### config.mk
export PLATFORM = sky130hd
export DESIGN_NAME = sum_checked_packet_framer
export DESIGN_NICKNAME = d
export VERILOG_FILES = /design/src/rtl/core/scpf_pkg.sv /design/src/rtl/core/scpf_in_stage.sv /design/src/rtl/core/scpf_core.sv /design/src/rtl/core/scpf_out_buf.sv /design/src/rtl/core/sum_checked_packet_framer.sv
export SDC_FILE = /design/constraint.sdc
export NUM_CORES = 1
export LEC_CHECK = 0
export ABC_CLOCK_PERIOD_IN_PS = 10300
export BUFFER_PORTS_ARGS = -buffer_cell sky130_fd_sc_hd__buf_2
export CAP_MARGIN = 20
export CORE_MARGIN = 2
export CORE_UTILIZATION = 39
export CTS_CLUSTER_DIAMETER = 60
export CTS_CLUSTER_SIZE = 28
export DETAILED_ROUTE_END_ITERATION = 10
export PLACE_DENSITY = 0.55
export RECOVER_POWER = 25
export SLEW_MARGIN = 40
export SYNTH_ARGS = -nofsm -noshare
export SYNTH_HDL_FRONTEND = slang
export SYNTH_SLANG_ARGS = --single-unit
### constraint.sdc
create_clock -name clk -period 10.3 [get_ports clk]
set_input_delay 0.515 -clock clk [delete_from_list [all_inputs] [get_ports clk]]
set_output_delay 0.515 -clock clk [all_outputs]
set_load 0.005 [all_outputs]
### src/rtl/core/scpf_pkg.sv
// shared types and constants for the sum-checked packet framer
`default_nettype none

package scpf_pkg;

	localparam int unsigned BYTE_W    = 8;
	localparam int unsigned MAX_BURST = 5;
	localparam int unsigned CNT_W     = $clog2(MAX_BURST + 1);

	// request codes
	localparam logic REQ_START   = 1'b0;
	localparam logic REQ_PAYLOAD = 1'b1;

	localparam logic [BYTE_W-1:0] HEADER_RESET = 8'd170;

	typedef struct packed {
		logic              req_type;
		logic [BYTE_W-1:0] msg_id;
		logic [BYTE_W-1:0] payload_len;
		logic [BYTE_W-1:0] data_byte;
	} item_t;

	// bytes produced by one item, entry 0 goes out first
	typedef struct packed {
		logic [CNT_W-1:0]                 count;
		logic [MAX_BURST-1:0][BYTE_W-1:0] bytes;
		logic                             close;
	} burst_t;

endpackage

`default_nettype wire

### src/rtl/core/scpf_in_stage.sv
// input register stage holding one accepted request item
`default_nettype none

module scpf_in_stage (
	input  wire logic           clk,
	input  wire logic           arst_n,
	input  wire logic           src_valid,
	output logic                src_stall,
	input  wire scpf_pkg::item_t src_item,
	input  wire logic           advance,
	output logic                valid_s1,
	output scpf_pkg::item_t     item_s1
);

	assign src_stall = valid_s1 && !advance;

	always_ff @(posedge clk or negedge arst_n) begin
		if (!arst_n) begin
			valid_s1 <= 1'b0;
		end else if (src_valid && !src_stall) begin
			valid_s1 <= 1'b1;
		end else if (advance) begin
			valid_s1 <= 1'b0;
		end
	end

	always_ff @(posedge clk) begin
		if (src_valid && !src_stall) begin
			item_s1 <= src_item;
		end
	end

endmodule

`default_nettype wire

### src/rtl/core/scpf_core.sv
// frame state and composition of the output bytes for one item
`default_nettype none

module scpf_core (
	input  wire logic                        clk,
	input  wire logic                        arst_n,
	input  wire logic                        advance,
	input  wire scpf_pkg::item_t             item_s1,
	input  wire logic [scpf_pkg::BYTE_W-1:0] header_q,
	output scpf_pkg::burst_t                 burst
);

	logic [scpf_pkg::BYTE_W-1:0] seq_q;
	logic [scpf_pkg::BYTE_W-1:0] sum_q;
	logic [scpf_pkg::BYTE_W-1:0] remain_q;
	logic                        open_q;

	logic [scpf_pkg::BYTE_W-1:0] seq_d;
	logic [scpf_pkg::BYTE_W-1:0] sum_d;
	logic [scpf_pkg::BYTE_W-1:0] remain_d;
	logic                        open_d;
	logic [scpf_pkg::BYTE_W-1:0] hdr_sum;
	logic [scpf_pkg::BYTE_W-1:0] pay_sum;

	assign hdr_sum = header_q + item_s1.payload_len + seq_q + item_s1.msg_id;
	assign pay_sum = sum_q + item_s1.data_byte;

	always_comb begin
		seq_d        = seq_q;
		sum_d        = sum_q;
		remain_d     = remain_q;
		open_d       = open_q;
		burst.count  = '0;
		burst.close  = 1'b0;
		burst.bytes  = '0;
		if (item_s1.req_type == scpf_pkg::REQ_START) begin
			// a start while a frame is open is dropped
			if (!open_q) begin
				burst.bytes[0] = header_q;
				burst.bytes[1] = item_s1.payload_len;
				burst.bytes[2] = seq_q;
				burst.bytes[3] = item_s1.msg_id;
				burst.bytes[4] = hdr_sum;
				seq_d          = seq_q + 8'd1;
				if (item_s1.payload_len == '0) begin
					burst.count = scpf_pkg::CNT_W'(5);
					burst.close = 1'b1;
					sum_d       = '0;
				end else begin
					burst.count = scpf_pkg::CNT_W'(4);
					sum_d       = hdr_sum;
					remain_d    = item_s1.payload_len;
					open_d      = 1'b1;
				end
			end
		end else begin
			if (open_q) begin
				burst.bytes[0] = item_s1.data_byte;
				burst.bytes[1] = pay_sum;
				if (remain_q == 8'd1) begin
					burst.count = scpf_pkg::CNT_W'(2);
					burst.close = 1'b1;
					sum_d       = '0;
					remain_d    = '0;
					open_d      = 1'b0;
				end else begin
					burst.count = scpf_pkg::CNT_W'(1);
					sum_d       = pay_sum;
					remain_d    = remain_q - 8'd1;
				end
			end
		end
	end

	always_ff @(posedge clk or negedge arst_n) begin
		if (!arst_n) begin
			seq_q    <= '0;
			sum_q    <= '0;
			remain_q <= '0;
			open_q   <= 1'b0;
		end else if (advance) begin
			seq_q    <= seq_d;
			sum_q    <= sum_d;
			remain_q <= remain_d;
			open_q   <= open_d;
		end
	end

	a_open_has_remaining: assert property (@(posedge clk) disable iff (!arst_n)
		open_q |-> (remain_q != '0))
		else $error("frame open with no payload bytes left");

	a_closed_sum_clear: assert property (@(posedge clk) disable iff (!arst_n)
		!open_q |-> (sum_q == '0))
		else $error("running sum not cleared outside a frame");

	a_drop_no_state: assert property (@(posedge clk) disable iff (!arst_n)
		(advance && burst.count == '0) |=> ($stable(seq_q) && $stable(open_q)))
		else $error("dropped item changed frame state");

endmodule

`default_nettype wire

### src/rtl/core/scpf_out_buf.sv
// result register that shifts out the bytes of one item
`default_nettype none

module scpf_out_buf (
	input  wire logic                        clk,
	input  wire logic                        arst_n,
	input  wire logic                        load,
	input  wire scpf_pkg::burst_t            burst,
	output logic                             free,
	output logic                             dst_valid,
	input  wire logic                        dst_stall,
	output logic [scpf_pkg::BYTE_W-1:0]      out_byte,
	output logic                             end_of_frame
);

	logic [scpf_pkg::MAX_BURST-1:0][scpf_pkg::BYTE_W-1:0] bytes_s2;
	logic [scpf_pkg::CNT_W-1:0]                           cnt_q;
	logic                                                 close_q;
	logic                                                 pop;

	assign dst_valid    = (cnt_q != '0);
	assign pop          = dst_valid && !dst_stall;
	// empty now, or the last byte leaves this cycle
	assign free         = (cnt_q == '0) || ((cnt_q == scpf_pkg::CNT_W'(1)) && pop);
	assign out_byte     = bytes_s2[0];
	assign end_of_frame = close_q && (cnt_q == scpf_pkg::CNT_W'(1));

	always_ff @(posedge clk or negedge arst_n) begin
		if (!arst_n) begin
			cnt_q   <= '0;
			close_q <= 1'b0;
		end else if (load) begin
			cnt_q   <= burst.count;
			close_q <= burst.close;
		end else if (pop) begin
			cnt_q   <= cnt_q - scpf_pkg::CNT_W'(1);
		end
	end

	always_ff @(posedge clk) begin
		if (load) begin
			bytes_s2 <= burst.bytes;
		end else if (pop) begin
			for (int i = 0; i < scpf_pkg::MAX_BURST - 1; i++) begin
				bytes_s2[i] <= bytes_s2[i+1];
			end
		end
	end

	a_cnt_range: assert property (@(posedge clk) disable iff (!arst_n)
		cnt_q <= scpf_pkg::CNT_W'(scpf_pkg::MAX_BURST))
		else $error("byte count out of range");

	a_load_when_free: assert property (@(posedge clk) disable iff (!arst_n)
		load |-> free)
		else $error("burst loaded over bytes not yet sent");

	a_pop_counts_down: assert property (@(posedge clk) disable iff (!arst_n)
		(pop && !load) |=> (cnt_q == $past(cnt_q) - scpf_pkg::CNT_W'(1)))
		else $error("byte count did not follow a sent byte");

endmodule

`default_nettype wire

### src/rtl/core/sum_checked_packet_framer.sv
// Length-prefixed packet framer with an 8-bit additive checksum.
// The request channel (src_valid/src_stall) takes items: a start request
// (req_type 0) with msg_id and payload_len, or a payload byte (req_type 1)
// with data_byte. The result channel (dst_valid/dst_stall) gives one byte a
// cycle: header, length, sequence number, message id, then payload bytes,
// then the checksum with end_of_frame high. Zero-length frames close at once.
// An item is registered in the input stage, then its bytes are loaded into
// the output shift register once it is empty or sending its last byte.
// A start produces four bytes (five when empty), a payload byte one, and the
// last payload byte two, with the checksum. The output shift register sends
// them one per cycle while dst_stall is low, and takes the next item's bytes
// as its last byte leaves. Dropped items (payload with no frame, start inside
// a frame) produce no bytes.
// cfg_we/cfg_data write the header byte; it is sampled when a start is
// processed. Reset (arst_n low) sets header 170, sequence 0, no frame open.
// When the receiver stalls, the current byte holds and requests back up
// through src_stall once the held item cannot move on.
`default_nettype none

module sum_checked_packet_framer (
	input  wire logic       clk,
	input  wire logic       arst_n,
	input  wire logic       cfg_we,
	input  wire logic [7:0] cfg_data,
	input  wire logic       src_valid,
	output logic            src_stall,
	input  wire logic       req_type,
	input  wire logic [7:0] msg_id,
	input  wire logic [7:0] payload_len,
	input  wire logic [7:0] data_byte,
	output logic            dst_valid,
	input  wire logic       dst_stall,
	output logic [7:0]      out_byte,
	output logic            end_of_frame
);

	logic [scpf_pkg::BYTE_W-1:0] header_q;
	scpf_pkg::item_t             src_item;
	scpf_pkg::item_t             item_s1;
	scpf_pkg::burst_t            burst;
	logic                        valid_s1;
	logic                        advance;
	logic                        free;

	always_ff @(posedge clk or negedge arst_n) begin
		if (!arst_n) begin
			header_q <= scpf_pkg::HEADER_RESET;
		end else if (cfg_we) begin
			header_q <= cfg_data;
		end
	end

	assign src_item.req_type    = req_type;
	assign src_item.msg_id      = msg_id;
	assign src_item.payload_len = payload_len;
	assign src_item.data_byte   = data_byte;

	assign advance = valid_s1 && free;

	scpf_in_stage u_in_stage (
		.clk       (clk),
		.arst_n    (arst_n),
		.src_valid (src_valid),
		.src_stall (src_stall),
		.src_item  (src_item),
		.advance   (advance),
		.valid_s1  (valid_s1),
		.item_s1   (item_s1)
	);

	scpf_core u_core (
		.clk      (clk),
		.arst_n   (arst_n),
		.advance  (advance),
		.item_s1  (item_s1),
		.header_q (header_q),
		.burst    (burst)
	);

	scpf_out_buf u_out_buf (
		.clk          (clk),
		.arst_n       (arst_n),
		.load         (advance),
		.burst        (burst),
		.free         (free),
		.dst_valid    (dst_valid),
		.dst_stall    (dst_stall),
		.out_byte     (out_byte),
		.end_of_frame (end_of_frame)
	);

endmodule

`default_nettype wire

==> results.sh, run 1 <==
export IMPL_synth_edf_count=65
export IMPL_timing_setup_tns_ns=0
export IMPL_slew_headroom_pct=-56.61
export IMPL_fmax_mhz=288.3
export IMPL_p_seq_share_pct=39.9
export IMPL_instances_no_fill=722
export IMPL_track_usage_pct=18.44
export IMPL_cts_sinks=103
export IMPL_syn_inst=501
export IMPL_power_frac_clock_pct=19.6
export IMPL_synth_top_family_by_area="compound AO/OA/AOI/OAI gates"
export IMPL_cp_required_ns=10.41
export IMPL_crit_arrival_ns=3.58
export IMPL_crit_fanout=2
export IMPL_syn_nets=576
export IMPL_rows=43
export IMPL_synth_compound_area_share_pct=14.30
export IMPL_synthArstFlopShare_pct=36.89
export IMPL_hold_class="primary input to flop"
export IMPL_pwr_share_comb_pct=40.4
export IMPL_synthXorXnorAreaFrac_pct=3.985
export IMPL_drv_cap=1
export IMPL_cts_repair_resized=0
export IMPL_nFillCells=1284
export IMPL_synth_top_area_share_pct=35.52
export IMPL_intPower_uw=1093
export IMPL_nNetsFinal=612
export IMPL_drive_above_1_share_pct=15.50
export IMPL_portBuffers=48
export IMPL_insertion_delay_ns=0.36
export IMPL_yosys_area_share_adder_pct=10.47
export IMPL_p_sw_uw=663.6
export IMPL_yosys_warnings=0
export IMPL_numCtsBuffers=9
export IMPL_status="finished with violations"
export IMPL_antenna_cells=0
export IMPL_die_area_um2=15060
export IMPL_grt_pass1_wl_um=20400
export IMPL_drc=0
export IMPL_initial_utilization_pct=39.74
export IMPL_root_buffer="clkbuf_16"
export IMPL_overflow=0
export IMPL_clock_path_buffers=2
export IMPL_finClkSkew_ns=0.01046
export IMPL_cts_clk_slew_worst_paths_ns=0.07
export IMPL_antenna_found_initial=0
export IMPL_muxShareOfSynthArea_pct=0.9791
export IMPL_p_leak_uw=0.002515
export IMPL_drt_initial_drc_count=269
export IMPL_cts_tree="done"
export IMPL_vias=3721
export IMPL_postCtsSetupBuffers=0
export IMPL_yosys_area_top_type="edfxtp_1"
export IMPL_die_h_um=122.7
export IMPL_holdCritStartpoint="data_byte[1]"
export IMPL_crit_start="header_q[1]"
export IMPL_hold_violations=0
export IMPL_rsz0062_at_grt="false"
export IMPL_core_area_um2=13830
export IMPL_place_inst=706
export IMPL_die_w_um=122.7
export IMPL_period_minus_slack_ns=3.468
export IMPL_grt_pass1_vias=3811
export IMPL_cts_hold_buf=0
export IMPL_synth_cell_type_count=54
export IMPL_drt_total_wl_um=12600
export IMPL_ios=49
export IMPL_tightest_slew_ns=2.349
export IMPL_p_sw_share_pct=37.79
export IMPL_path_class="flop to flop"
export IMPL_htree_levels=3
export IMPL_syn_area_per_cell_um2=10.97
export IMPL_firstDrtPassIters=5
export IMPL_yosysSeqAreaShare_pct=52.91
export IMPL_post_route_period_util_pct=33.67
export IMPL_hold_ws_ns=0.3256
export IMPL_dominantRegCellSynth="edfxtp_1"
export IMPL_end_kind="flop"
export IMPL_grt_max_degree=74
export IMPL_hpwlAfterDp_um=8947
export IMPL_rr_startpoint="header_q[1]"
export IMPL_viasPerCell=5.154
export IMPL_setup_viol=0
export IMPL_syn2layout_area_growth_pct=11.82
export IMPL_drv_slew=39
export IMPL_place_congestion=0.8387
export IMPL_start_kind="flop"
export IMPL_ir_worst_vdd_mv=0.2620
export IMPL_synth_simple_area_share_pct=11.36
export IMPL_p_total_uw=1756
export IMPL_netlist_top_cells_area="edfxtp_1, dfrtp_1, fa_1"
export IMPL_p_per_area_nw_per_um2=285.8
export IMPL_ant_nets=0
export IMPL_wl_per_cell_um=17.45
export IMPL_violations="capacitance limit, slew limit"
export IMPL_final_core_util_pct=44.44
export IMPL_ys_seq_elements=103
export IMPL_syn_area_um2=5495
[power by group through the flow]
stage / clock, uW / sequential (uW) / combinational, uW
after CTS: 353 / 704 / 716
after global routing: 368 / 718 / 804
final: 345 / 701 / 710
after floorplan: 0 / 679 / 546
after detailed placement: 0 / 711 / 711
after global placement: 0 / 707 / 700
[metal layers]
metal	track usage, %	vias to the layer above	wire [um]
li1	-	1817	-
met2	29.90	96	6096
met1	24.26	1790	5646
met3	3.671	18	593
met5	0	-	0
met4	7.328	0	266
[state kept, by name, summed over array words and instances (netlist names)]
name	cells
header_q	8
u_core.open_q	1
u_core.remain_q	8
u_core.seq_q	8
u_core.sum_q	8
u_in_stage.item_s1	25
u_in_stage.valid_s1	1
u_out_buf.bytes_s2	32
u_out_buf.close_q	1
u_out_buf.cnt_q	3
u_out_buf.out_byte	8
[worst paths after layout]
check                                         end  slack (ns)  depth (start not counted)
setup / recovery           u_out_buf.bytes_s2[39]        6.83                         12
hold / removal              u_in_stage.item_s1[1]        0.33                          1
setup reg to reg           u_out_buf.bytes_s2[39]        6.83                         12
hold reg to reg                 u_out_buf.close_q        0.49                          2
max in group asynchronous             header_q[6]        8.10                          1
min in group asynchronous     u_in_stage.valid_s1        0.87                          1
[per-stage QoR]
stage | instance area (um^2) | worst slack (ns)
6_report | 6145 | 6.832
5_1_grt | 6145 | 6.651
4_1_cts | 6143 | 6.837
3_5_place_dp | 5852 | 6.873
3_3_place_gp | 5849 | 6.902
2_1_floorplan | 5495 | 7.019
[kinds of logic after synthesis]
family | count (synthesis)
buffers and inverters | 75
adders and majority gates | 37
xor gates and xnor gates | 25
DFF | 103
AOI/OAI and AO/OA | 127
muxes | 5
and+or+nand+nor | 129
[layout by cell type, fill, tap and decap left out, types with 15 or more instances in the layout]
cell type  instances
a21oi_1           24
a22oi_1           22
buf_2             45
dfrtp_1           34
edfxtp_1          65
fa_1              15
ha_1              22
inv_1             48
nand2_1           68
nor2_1            18
o21ai_0           50
xnor2_1           22
[Yosys cell counts, types with 3 or more instances]
master,number
o2bb2ai_1,4
a21o_1,3
o22ai_1,3
ha_1,22
buf_2,8
edfxtp_1,65
xor2_1,3
and2_1,8
a211oi_1,3
a21oi_1,24
nor3_1,7
xnor2_1,22
nor4_1,4
inv_1,48
o21bai_1,3
o21ai_0,50
buf_4,8
a22oi_1,22
a221oi_1,3
mux2_2,3
dfrtp_1,34
fa_1,15
clkbuf_1,9
dfstp_2,4
nor2b_1,4
nor2_1,19
nand2_1,68
[area by class of cell]
cell class | count | area, um^2 | area share [%]
multi-input combinational | 323 | 2277 | 37.06
tap | 180 | 225.2 | 3.665
clock buffer | 11 | 232.7 | 3.787
sequential | 103 | 2908 | 47.32
inverter | 49 | 183.9 | 2.993
clock inverter | 5 | 58.81 | 0.9570
timing repair buffer | 51 | 259.0 | 4.215
[worst max-delay path, cell delays in order, from the launching register on]
cell	delay, ns
dfstp_2	0.53
inv_1	0.06
fa_1	0.50
fa_1	0.55
inv_1	0.04
ha_1	0.21
fa_1	0.41
a21o_1	0.18
a21oi_1	0.22
o21bai_1	0.10
a21oi_1	0.17
xnor2_1	0.16
nor2b_1	0.08
No activity file was read; power rests on OpenSTA's default activity.
==> run 2, diff against run 1 <==
ABC_CLOCK_PERIOD_IN_PS = 2900   (was 10300)
PLACE_DENSITY = 0.57   (was 0.55)
clock period = 2.9 ns   (was 10.3 ns; I/O delays follow)
==> results.sh, run 2 (synthesis results as in run 1) <==
export IMPL_timing_setup_tns_ns=-0.5931
export IMPL_insertion_delay_ns=0.35
export IMPL_wl_per_cell_um=17.13
export IMPL_path_class="flop to flop"
export IMPL_drt_initial_drc_count=250
export IMPL_antenna_cells=0
export IMPL_die_w_um=122.7
export IMPL_cts_sinks=103
export IMPL_grt_pass1_wl_um=21270
export IMPL_regMostFlops="u_out_buf.bytes_s2"
export IMPL_crit_fanout=2
export IMPL_hpwlAfterDp_um=9424
export IMPL_final_cell_mix="nand2_1, edfxtp_1, o21ai_0, inv_1, buf_2"
export IMPL_grt_max_degree=39
export IMPL_drv_cap=1
export IMPL_rr_worst_depth=12
export IMPL_wl_met3_um=596
export IMPL_viasPerCell=5.000
export IMPL_p_leak_uw=0.002771
export IMPL_htree_levels=3
export IMPL_end_kind="flop"
export IMPL_met1_length_um=5967
export IMPL_rsz0062_at_grt="true"
export IMPL_hold_ws_ns=0.02324
export IMPL_overflow=0
export IMPL_ant_nets=0
export IMPL_cts_tree="done"
export IMPL_vias=3865
export IMPL_p_per_area_nw_per_um2=990.2
export IMPL_ios=49
export IMPL_numCtsBuffers=9
export IMPL_hold_class="primary input to flop"
export IMPL_place_ws_ns=-0.2463
export IMPL_dr_wl_met2_um=6505
export IMPL_reg_top3="u_out_buf.bytes_s2 (32), u_in_stage.item_s1 (25)"
export IMPL_root_buffer="clkbuf_16"
export IMPL_grt_pass1_vias=3884
export IMPL_hold_violations=0
export IMPL_die_h_um=122.7
export IMPL_cts_clk_slew_worst_paths_ns=0.07
export IMPL_syn2layout_area_growth_pct=21.36
export IMPL_initial_utilization_pct=39.74
export IMPL_status="finished with violations"
export IMPL_antenna_found_initial=0
export IMPL_place_congestion=0.8543
export IMPL_die_area_um2=15060
export IMPL_violations="capacitance limit, slew limit, setup timing"
export IMPL_drc=0
export IMPL_largest_reg_flops=32
export IMPL_rows=43
export IMPL_slew_headroom_pct=-56.58
export IMPL_firstDrtPassIters=4
export IMPL_track_usage_pct=19.15
export IMPL_cp_required_ns=3.01
export IMPL_clock_path_buffers=2
export IMPL_portBuffers=48
export IMPL_finClkSkew_ns=0.008679
export IMPL_crit_arrival_ns=3.23
export IMPL_drv_slew=39
export IMPL_final_core_util_pct=48.23
export IMPL_nNetsFinal=663
export IMPL_setup_slack_ns=-0.2207
export IMPL_p_total_uw=6604
export IMPL_ir_worst_vdd_mv=0.5255
export IMPL_period_minus_slack_ns=3.121
export IMPL_final_common_cell="nand2_1"
export IMPL_holdPathStages=3
export IMPL_drt_total_wl_um=13240
export IMPL_fmax_mhz=320.4
export IMPL_start_kind="flop"
export IMPL_setup_viol=6
export IMPL_core_area_um2=13830
export IMPL_drive_above_1_share_pct=20.57
export IMPL_post_route_period_util_pct=107.6
export IMPL_tightest_slew_ns=2.349
export IMPL_highest_layer="met4"
## run 2: cell types whose count changed in the layout (fill, tap and decap cells not counted), moves of 3 or more
cell	delta
dlygate4sd3_1	+27
a21oi_2	+3
a21oi_1	-3
buf_4	+23
## run 2: what timing repair did
action                                  CTS  global route
hold buffers                             27             0
endpoints found under the hold margin    60             0
pin swaps                                15             6
gates resized for setup                   2             9
endpoints found under the setup margin    8             8
setup buffers                             3             2
## run 2: metrics by stage
step / cells / cell area [um^2]
finish: 773 / 6669
global route: 773 / 6669
CTS: 771 / 6619
detailed placement: 725 / 6006
global placement: 725 / 6001
floorplan: 501 / 5504
## run 2: final timing paths
path	startpoint	end	slack, ns
worst max-delay path	header_q[1]	u_out_buf.bytes_s2[39]	-0.22
worst min-delay path	cfg_data[6]	header_q[6]	0.02
worst max register to register	header_q[1]	u_out_buf.bytes_s2[39]	-0.22
worst min register to register	u_core.seq_q[3]	u_core.seq_q[3]	0.51
max in group asynchronous	arst_n	header_q[4]	0.52
min in group asynchronous	arst_n	u_in_stage.valid_s1	1.04
## run 2: power breakdown
part / internal (uW) / leakage, uW / switching [uW]
logic: 1250 / 0.00154 / 1610
registers: 2200 / 0.00107 / 289
clock network: 715 / 0.000152 / 540
## run 2: per-layer routing
metal,track usage (%),vias to the layer above
li1,-,1917
met1,24.94,1850
met2,31.87,86
met3,4.507,12
met4,5.388,0
met5,0,-
## run 2: area by class of cell
| class | instances | area [um^2] |
|---|---|---|
| timing repair buffer | 102 | 713.2 |
| inverter | 49 | 183.9 |
| sequential | 103 | 2908 |
| fill | 1272 | 7158 |
| tap | 180 | 225.2 |
| clock inverter | 5 | 56.30 |
| clock buffer | 11 | 252.7 |
| multi-input combinational | 323 | 2330 |
## run 2: critical path, cell delays in order, from the launching register on
cell and delay (ns):
dfstp_2 0.54, inv_2 0.04, fa_1 0.44, fa_1 0.50
inv_2 0.05, ha_4 0.15, fa_2 0.35, a21o_1 0.18
a21oi_2 0.15, o21bai_1 0.10, a21oi_2 0.17, xnor2_2 0.14
nor2b_1 0.06
